[config.mk]
export PLATFORM = sky130hd
export DESIGN_NAME = ptn3_isqrt
export DESIGN_NICKNAME = d
export VERILOG_FILES = /design/src/hw/rtl/ptn3_pkg.sv /design/src/hw/rtl/ptn3_isqrt.sv
export SDC_FILE = /design/constraint.sdc
export NUM_CORES = 1
export LEC_CHECK = 0
export ABC_CLOCK_PERIOD_IN_PS = 3050
export BUFFER_PORTS_ARGS = -buffer_cell sky130_fd_sc_hd__buf_2
export CORE_ASPECT_RATIO = 0.9
export CORE_MARGIN = 3
export CORE_UTILIZATION = 50
export CTS_CLUSTER_DIAMETER = 200
export CTS_CLUSTER_SIZE = 40
export DETAILED_ROUTE_END_ITERATION = 8
export PLACE_DENSITY = 0.76
export SYNTH_ARGS = -nofsm -noshare
export SYNTH_HDL_FRONTEND = slang
export SYNTH_SLANG_ARGS = --single-unit
[constraint.sdc]
create_clock -name clock -period 3.05 [get_ports clock]
set_input_delay 0.1525 -clock clock [delete_from_list [all_inputs] [get_ports clock]]
set_output_delay 0.1525 -clock clock [all_outputs]
set_load 0.03 [all_outputs]
[src/hw/rtl/ptn3_pkg.sv]
// ----------------------------------------------------------------------------
// ptn3_pkg: shared types and constants for the place table
// Widths, opcodes, status codes and the sequencer state type.
// ----------------------------------------------------------------------------
package ptn3_pkg;

   localparam int TableDepth   = 64;
   localparam int IdxBits      = $clog2(TableDepth);
   localparam int NearestCount = 3;
   localparam int CoordBits    = 16;
   localparam int DiffBits     = CoordBits + 1;
   localparam int SqBits       = 2 * DiffBits + 1;
   localparam int RootBits     = (SqBits + 1) / 2;
   localparam int RankBits     = $clog2(NearestCount + 1);

   typedef enum logic [2:0] {
      OP_CLEAR  = 3'd0,
      OP_ADD    = 3'd1,
      OP_REMOVE = 3'd2,
      OP_MOVE   = 3'd3,
      OP_READ   = 3'd4,
      OP_QUERY  = 3'd5
   } opcode_type;

   typedef enum logic [2:0] {
      ST_OK       = 3'd0,
      ST_PRESENT  = 3'd1,
      ST_ABSENT   = 3'd2,
      ST_FULL     = 3'd3,
      ST_NO_MATCH = 3'd4
   } status_type;

   localparam logic [2:0] AnyType = 3'd7;

   typedef enum logic [3:0] {
      S_IDLE,
      S_SCAN_RD,
      S_SCAN_CHK,
      S_FIN,
      S_Q_RD,
      S_Q_CHK,
      S_SQ,
      S_ROOT,
      S_INS,
      S_EMIT,
      S_EMIT_ID,
      S_RSP
   } state_type;

   typedef struct packed {
      logic [2:0]            status;
      logic [31:0]           result_id;
      logic signed [15:0]    result_x;
      logic signed [15:0]    result_y;
      logic                  last_result;
   } rsp_type;

   typedef struct packed {
      logic [2:0]            opcode;
      logic [31:0]           place_id;
      logic signed [15:0]    coord_x;
      logic signed [15:0]    coord_y;
      logic [2:0]            place_type;
   } req_type;

endpackage

[src/hw/rtl/ptn3_isqrt.sv]
// ----------------------------------------------------------------------------
// ptn3_isqrt: bit-serial integer square root
// Restoring square root, two radicand bits per cycle; floor result.
// ----------------------------------------------------------------------------
module ptn3_isqrt (
   input  logic                          clock,
   input  logic                          reset,
   input  logic                          start,
   input  logic [ptn3_pkg::SqBits-1:0]   radicand,
   output logic                          done,
   output logic [ptn3_pkg::RootBits-1:0] root
);
   import ptn3_pkg::*;

   localparam int RadBits = 2 * RootBits;
   localparam int CntBits = $clog2(RootBits + 1);

   logic [RadBits-1:0]  rad_ff, rad_in;
   logic [RootBits+1:0] rem_ff, rem_in;
   logic [RootBits-1:0] q_ff, q_in;
   logic [CntBits-1:0]  cnt_ff, cnt_in;
   logic                busy_ff, busy_in;
   logic [RootBits+1:0] trial, shifted;

   always_comb begin
      rad_in  = rad_ff;
      rem_in  = rem_ff;
      q_in    = q_ff;
      cnt_in  = cnt_ff;
      busy_in = busy_ff;
      shifted = {rem_ff[RootBits-1:0], rad_ff[RadBits-1 -: 2]};
      trial   = {q_ff, 2'b01};
      if (start) begin
         rad_in  = RadBits'(radicand);
         rem_in  = '0;
         q_in    = '0;
         cnt_in  = CntBits'(RootBits);
         busy_in = 1'b1;
      end else if (busy_ff) begin
         rad_in = {rad_ff[RadBits-3:0], 2'b00};
         if (shifted >= trial) begin
            rem_in = shifted - trial;
            q_in   = {q_ff[RootBits-2:0], 1'b1};
         end else begin
            rem_in = shifted;
            q_in   = {q_ff[RootBits-2:0], 1'b0};
         end
         cnt_in = cnt_ff - 1'b1;
         if (cnt_ff == CntBits'(1)) busy_in = 1'b0;
      end
   end

   always_ff @(posedge clock) begin
      rad_ff <= rad_in;
      rem_ff <= rem_in;
      q_ff   <= q_in;
      cnt_ff <= cnt_in;
      if (reset) busy_ff <= 1'b0;
      else       busy_ff <= busy_in;
   end

   assign done = busy_ff && (cnt_ff == CntBits'(1));
   assign root = q_in;

   a_cnt_live: assert property (@(posedge clock) disable iff (reset)
      busy_ff |-> cnt_ff != '0) else $error("isqrt count zero while busy");
   a_done_ends: assert property (@(posedge clock) disable iff (reset)
      done && !start |=> !busy_ff) else $error("isqrt busy after done");
   a_start_idle: assert property (@(posedge clock) disable iff (reset)
      start |=> busy_ff) else $error("isqrt did not start");
endmodule

==> impl_metrics.yaml, run 1 <==
cts:
  cts.root.buffer_cell: "sky130_fd_sc_hd__clkbuf_8"
  clock_latency_ps: 350
  cts_sinks: 78
  cts_tree: "done"
  clock_pin_slew_on_the_worst_setup_and_hold_paths_ps: 90
  tritoncts.num_buffers: 9
  cts-htree-levels: 3
  max-clock-path-buffers: 2
floorplan:
  top_level_pins: 57
  start_util_pct: 53.14
  std_cell_rows: 31
  dieHeight_um: 95.10
  core-area_um2: 8300
  floorplan.die.width_um: 105
  dieArea_um2: 9986
synth:
  synth_enable_flop_cells: 35
  async_reset_ff_share_pct: 0
  yosys-top-cells-count: "sky130_fd_sc_hd__nor2_1 (48), sky130_fd_sc_hd__dfxtp_1 (43), sky130_fd_sc_hd__edfxtp_1 (35)"
  synthesis.area_um2: 4410
  synth-main-ff-cell: "sky130_fd_sc_hd__dfxtp_1"
  yosys_warnings: 0
  synth_largest_type_area_fraction_pct: 23.83
  average_size_of_a_mapped_cell_um2: 10.12
  synth_top_cells_by_area: "sky130_fd_sc_hd__edfxtp_1 (24%), sky130_fd_sc_hd__dfxtp_1 (20%), sky130_fd_sc_hd__mux2_2 (8.7%)"
  postSynthNetCount: 496
  synth.lib_cells_used.distinct: 58
  synth.yosys.seq_area_share_pct: 43.35
  postSynthRegisterBits: 78
  syn_inst: 436
  post-synth-top-count-cell: "sky130_fd_sc_hd__nor2_1"
  yosysTopAreaCell: "sky130_fd_sc_hd__edfxtp_1"
routing:
  detailed_route_wire_length_um: 9894
  detail_route.first_pass.iterations: 6
  vias: 3515
  via_per_inst: 5.753
  routedWlPerCell_um: 16.19
  detail_route.drc_violations: 0
  detail-route-antenna-nets: 0
  drt_first_iter_violations: 362
run:
  timing.max_cap.violations: 0
worst_setup_path:
  cp_max_fo: 10
  crit-reg2reg-launch: "q_ff[0]"
  critPathCaptureType: "output pin"
  critPathLaunchType: "flip-flop"
  worstPathRequired_ps: 2900
  critPathLaunch: "q_ff[12]"
  critical_path_arrival_ps: 2740
  worst-setup-path-type: "reg -> out"
sta:
  timing_max_transition_violations_final: 0
  finalClockSkew_ps: 15.39
  finalHoldViolations: 0
  final.hold.worst_slack_ps: 84.04
  min_period_ps: 2897
  final_min_period_over_clock_period_pct: 94.99
  max_freq_mhz: 345.2
  max_slew_margin_pct: 47.94
  finalSetupViolations: 0
  worst-slew-pin-transition_ps: 778.0
grt:
  grt_antenna_before_repair: 0
  track_usage_pct: 20.60
  grt_start_max_net_pins: 49
  grt_first_pass_wirelength_um: 16470
  gr-total-overflow: 0
  vias_in_the_first_global_route: 3345
hold_path:
  hp-start: "radicand[0]"
  worstHoldPathType: "in -> reg"
layout:
  synthToLayoutAreaGrowth_pct: 13.67
  final_net_count: 551
  finalNonFillerCells: 611
  antenna_cells: 0
  post_route_cells_drive_above_1_share_pct: 26.21
place:
  post-place-cells: 593
  dpl.hpwl_um: 7053
  io_buffer_count: 56
  place_congestion: 0.9849
power_and_ir_drop:
  vdd.ir_drop.worst_mv: 0.5110
  p_leak_nw: 2.050
  power.density_cell_area_nw_per_um2: 1039
status:
  outcome: "complete, no violations"
==> power breakdown <==
group	leakage, nW	switching [mW]	internal, mW
sequential	0.704	0.119	1.26
combinational	1.25	1.83	1.26
clock	0.0986	0.392	0.346
total	2.05	2.34	2.87
==> cell usage in the layout, fill, tap and decap left out, types with 7 or more instances in the layout <==
master	n
sky130_fd_sc_hd__mux2_2	34
sky130_fd_sc_hd__edfxtp_1	35
sky130_fd_sc_hd__ha_1	19
sky130_fd_sc_hd__nand2_1	19
sky130_fd_sc_hd__mux2i_1	19
sky130_fd_sc_hd__and2_1	7
sky130_fd_sc_hd__a21oi_1	13
sky130_fd_sc_hd__nand3_1	18
sky130_fd_sc_hd__nand4_1	8
sky130_fd_sc_hd__xnor2_1	7
sky130_fd_sc_hd__nor2_1	48
sky130_fd_sc_hd__buf_4	12
sky130_fd_sc_hd__buf_2	56
sky130_fd_sc_hd__o21ai_0	11
sky130_fd_sc_hd__dfxtp_1	42
sky130_fd_sc_hd__a21o_1	10
sky130_fd_sc_hd__a211oi_1	7
sky130_fd_sc_hd__clkbuf_8	9
sky130_fd_sc_hd__a311oi_1	7
sky130_fd_sc_hd__inv_1	24
==> timing repair <==
action                     CTS  global route
hold endpoints to repair     1             0
hold buffers                 1             0
resized for setup            0             4
setup endpoints to repair    0             1
setup buffers                0             1
==> worst max-delay path, stage by stage (launching register included) <==
cell and delay (ps):
sky130_fd_sc_hd__dfxtp_1 370, sky130_fd_sc_hd__inv_1 60, sky130_fd_sc_hd__ha_2 320, sky130_fd_sc_hd__and2_1 210, sky130_fd_sc_hd__a221o_1 390, sky130_fd_sc_hd__nor2b_4 160, sky130_fd_sc_hd__or3_4 400, sky130_fd_sc_hd__nor2_2 180
sky130_fd_sc_hd__a211oi_2 100, sky130_fd_sc_hd__buf_2 200
==> path summary, 6_finish.rpt <==
path           endpoint  slack [ps]  depth (start not counted)
max             root[0]         150                          9
min           rad_ff[0]          80                          2
max reg2reg   rem_ff[5]         390                          9
min reg2reg  rad_ff[35]         490                          2
==> routing by layer <==
| layer | part of all wire, % | wire [um] | global-route usage (%) |
|---|---|---|---|
| met4 | 1.3 | 125 | 6.120 |
| met3 | 7.1 | 704 | 6.297 |
| met2 | 44 | 4401 | 31.73 |
| met1 | 47 | 4664 | 28.10 |
| met5 | 0 | 0 | 0 |
==> registers in the layout, summed over array words and instances (netlist names) <==
| signal | flops |
|---|---|
| busy_ff | 1 |
| q_ff | 18 |
| cnt_ff | 5 |
| rad_ff | 36 |
| rem_ff | 18 |
==> area by class of cell <==
| cell class | count | area, um^2 |
|---|---|---|
| Sequential cell | 78 | 1913 |
| Clock inverter | 5 | 32.53 |
| Inverter | 24 | 90.09 |
| Multi-Input combinational cell | 309 | 2301 |
| Fill cell | 710 | 3287 |
| Clock buffer | 11 | 152.6 |
| Tap cell | 115 | 143.9 |
| Timing Repair Buffer | 69 | 380.4 |
==> per-stage QoR <==
| stage | power [mW] | utilization (%) | TNS [ps] | setup slack, ps | cell area (um^2) |
|---|---|---|---|---|---|
| final | 5.208 | 60.40 | 0 | 152.8 | 5014 |
| after global routing | 5.569 | 60.40 | -32.99 | -32.99 | 5014 |
| after CTS | 5.078 | 60.16 | 0 | 3.524 | 4994 |
| after detailed placement | 4.322 | 57.81 | 0 | 406.8 | 4798 |
| after global placement | 4.257 | 57.81 | 0 | 470.5 | 4798 |
| after floorplan | 3.654 | - | 0 | 366.5 | 4410 |
==> cells by family after synthesis <==
group,count (synthesis),synth area share (%)
AND/OR/NAND/NOR,128,14.58
AO/OA/AOI/OAI,93,15.49
flip-flops,78,43.35
multiplexers,53,12.99
buffers and inverters,49,4.766
adder cells (fa/ha/maj),22,6.241
XOR/XNOR,13,2.582
No activity file was read; power rests on OpenSTA's default activity.
==> inputs of run 2 (changes only) <==
--- a/config.mk
+++ b/config.mk
@@ -7,13 +7,15 @@
 export LEC_CHECK = 0
 export ABC_CLOCK_PERIOD_IN_PS = 3050
 export BUFFER_PORTS_ARGS = -buffer_cell sky130_fd_sc_hd__buf_2
+export CELL_PAD_IN_SITES_DETAIL_PLACEMENT = 1
+export CELL_PAD_IN_SITES_GLOBAL_PLACEMENT = 1
 export CORE_ASPECT_RATIO = 0.9
 export CORE_MARGIN = 3
-export CORE_UTILIZATION = 50
+export CORE_UTILIZATION = 45
 export CTS_CLUSTER_DIAMETER = 200
 export CTS_CLUSTER_SIZE = 40
 export DETAILED_ROUTE_END_ITERATION = 8
-export PLACE_DENSITY = 0.76
+export PLACE_DENSITY = 0.84
 export SYNTH_ARGS = -nofsm -noshare
 export SYNTH_HDL_FRONTEND = slang
 export SYNTH_SLANG_ARGS = --single-unit
==> run 2 against run 1 <==
  * Combinational power rose by 6%
  * Core utilization shrank 6.1 points
  * Largest power group unchanged
  * Sequential share of layout area fell by 0.36 points
==> impl_metrics.yaml, run 2 (synthesis gave the netlist of run 1 again) <==
layout:
  largest-register: "rad_ff"
  largest_reg_flops: 36
  final_net_count: 553
  post_route_cells_drive_above_1_share_pct: 26.91
  layout.filler_cells: 1100
  synthToLayoutAreaGrowth_pct: 14.84
  antenna_cells: 0
  final_cell_mix: "sky130_fd_sc_hd__buf_2 (55), sky130_fd_sc_hd__nor2_1 (48), sky130_fd_sc_hd__dfxtp_1 (41)"
  final_common_cell: "sky130_fd_sc_hd__buf_2"
  fin_area_um2: 5065
  largestRegisters: "rad_ff (36), q_ff (18), rem_ff (18)"
routing:
  routedWlPerCell_um: 19.45
  vias: 3593
  drt_first_iter_violations: 226
  detail_route.first_pass.iterations: 4
  detailed_route_wire_length_um: 12060
  detail-route-antenna-nets: 0
  via_per_inst: 5.795
  detail_route.drc_violations: 0
grt:
  grt_first_pass_wirelength_um: 19630
  track_usage_pct: 23.16
  gr-total-overflow: 0
  vias_in_the_first_global_route: 3804
  grt_start_max_net_pins: 66
  grt_antenna_before_repair: 0
sta:
  postLayoutSetupSlackWorst_ps: 127.5
  final_min_period_over_clock_period_pct: 95.82
  finalClockSkew_ps: 6.037
  timing_max_transition_violations_final: 0
  worst-slew-pin-transition_ps: 727.6
  finalHoldViolations: 0
  max_slew_margin_pct: 51.49
  min_period_ps: 2923
  finalSetupViolations: 0
  max_freq_mhz: 342.2
floorplan:
  start_util_pct: 47.26
  std_cell_rows: 33
  dieArea_um2: 11030
  dieHeight_um: 99.92
  core-area_um2: 9331
  top_level_pins: 57
  floorplan.die.width_um: 110.4
worst_setup_path:
  regToRegEndpoint: "rem_ff[6]"
  cp_max_fo: 7
  worst-setup-path-type: "reg -> out"
  regToRegSetupSlack_ps: 420
  critPathLaunch: "rem_ff[11]"
  crit-reg2reg-launch: "q_ff[0]"
  worstPathRequired_ps: 2900
  ff2ff_path_depth: 9
  critical_path_arrival_ps: 2770
  critPathLaunchType: "flip-flop"
  critPathCaptureType: "output pin"
cts:
  cts_sinks: 78
  max-clock-path-buffers: 2
  cts.root.buffer_cell: "sky130_fd_sc_hd__clkbuf_8"
  cts_tree: "done"
  clock_pin_slew_on_the_worst_setup_and_hold_paths_ps: 90
  tritoncts.num_buffers: 9
  clock_latency_ps: 360
  cts-htree-levels: 3
place:
  io_buffer_count: 56
  placedInstanceArea_um2: 4827
  place_congestion: 0.9170
  dpl_worst_slack_ps: 380.0
  dpl.hpwl_um: 8793
status:
  outcome: "complete, no violations"
run:
  timing.max_cap.violations: 0
hold_path:
  worstHoldPathType: "in -> reg"
  worst_hold_stages: 2
  hp-start: "radicand[8]"
  min_to: "rad_ff[8]"
power_and_ir_drop:
  power.density_cell_area_nw_per_um2: 1072
  p_leak_nw: 2.062
  design_power_total_mw: 5.428
  vdd.ir_drop.worst_mv: 0.6003
[run 2: layout make-up]
class                   count  area, um^2  share of cell area (%)
well taps                 122       152.6                   3.014
flip-flops and latches     78        1914                   37.80
clock buffers               9       123.9                   2.446
clock inverters             7       71.32                   1.408
inverters                  24       90.09                   1.779
multi-input cells         309        2302                   45.45
repair buffers             71       410.4                   8.103
[run 2: how the worst max path moves through the flow]
stage,to,slack [ps],cells after the start
after floorplan,q_ff[0],370,9
after global placement,root[0],430,9
after detailed placement,root[0],380,9
after CTS,root[0],20,9
after global routing,root[0],-20,9
final,root[0],130,8
[run 2: layer usage]
layer	track usage, %	routed length [um]	vias to the layer above
met1	30.68	5416	1770
met3	6.045	654	18
met4	6.345	187	0
met2	37.55	5799	88
met5	0	0	-
li1	-	-	1717
[run 2: through the flow]
stage / hold slack, ps / TNS [ps] / std cells / utilization, %
global placement: 304.3 / 0 / 601 / 51.73
floorplan: 224.9 / 0 / 436 / -
CTS: 74.87 / 0 / 618 / 53.98
global route: 79.87 / -15.06 / 620 / 54.28
finish: 93.75 / 0 / 620 / 54.28
detailed placement: 311.6 / 0 / 601 / 51.73
[run 2: worst max-delay path, cell delays in order (launching register included)]
cell	delay (ps)
sky130_fd_sc_hd__dfxtp_1	380
sky130_fd_sc_hd__ha_2	340
sky130_fd_sc_hd__a21o_1	240
sky130_fd_sc_hd__a221o_1	380
sky130_fd_sc_hd__nor2b_4	160
sky130_fd_sc_hd__or3_4	440
sky130_fd_sc_hd__nor2_2	160
sky130_fd_sc_hd__a211oi_2	100
sky130_fd_sc_hd__buf_4	210
[run 2: power breakdown]
group	total [mW]	internal [mW]	switching (mW)	leakage, nW
clock network	0.790	0.380	0.410	0.0937
logic	3.26	1.32	1.94	1.26
registers	1.38	1.26	0.123	0.705
[run 2: what timing repair did]
action	CTS	global route
hold buffers	1	0
pin swaps	0	2
gates resized for setup	2	6
setup buffers	0	2
hold endpoints to repair	1	0
setup endpoints to repair	1	1
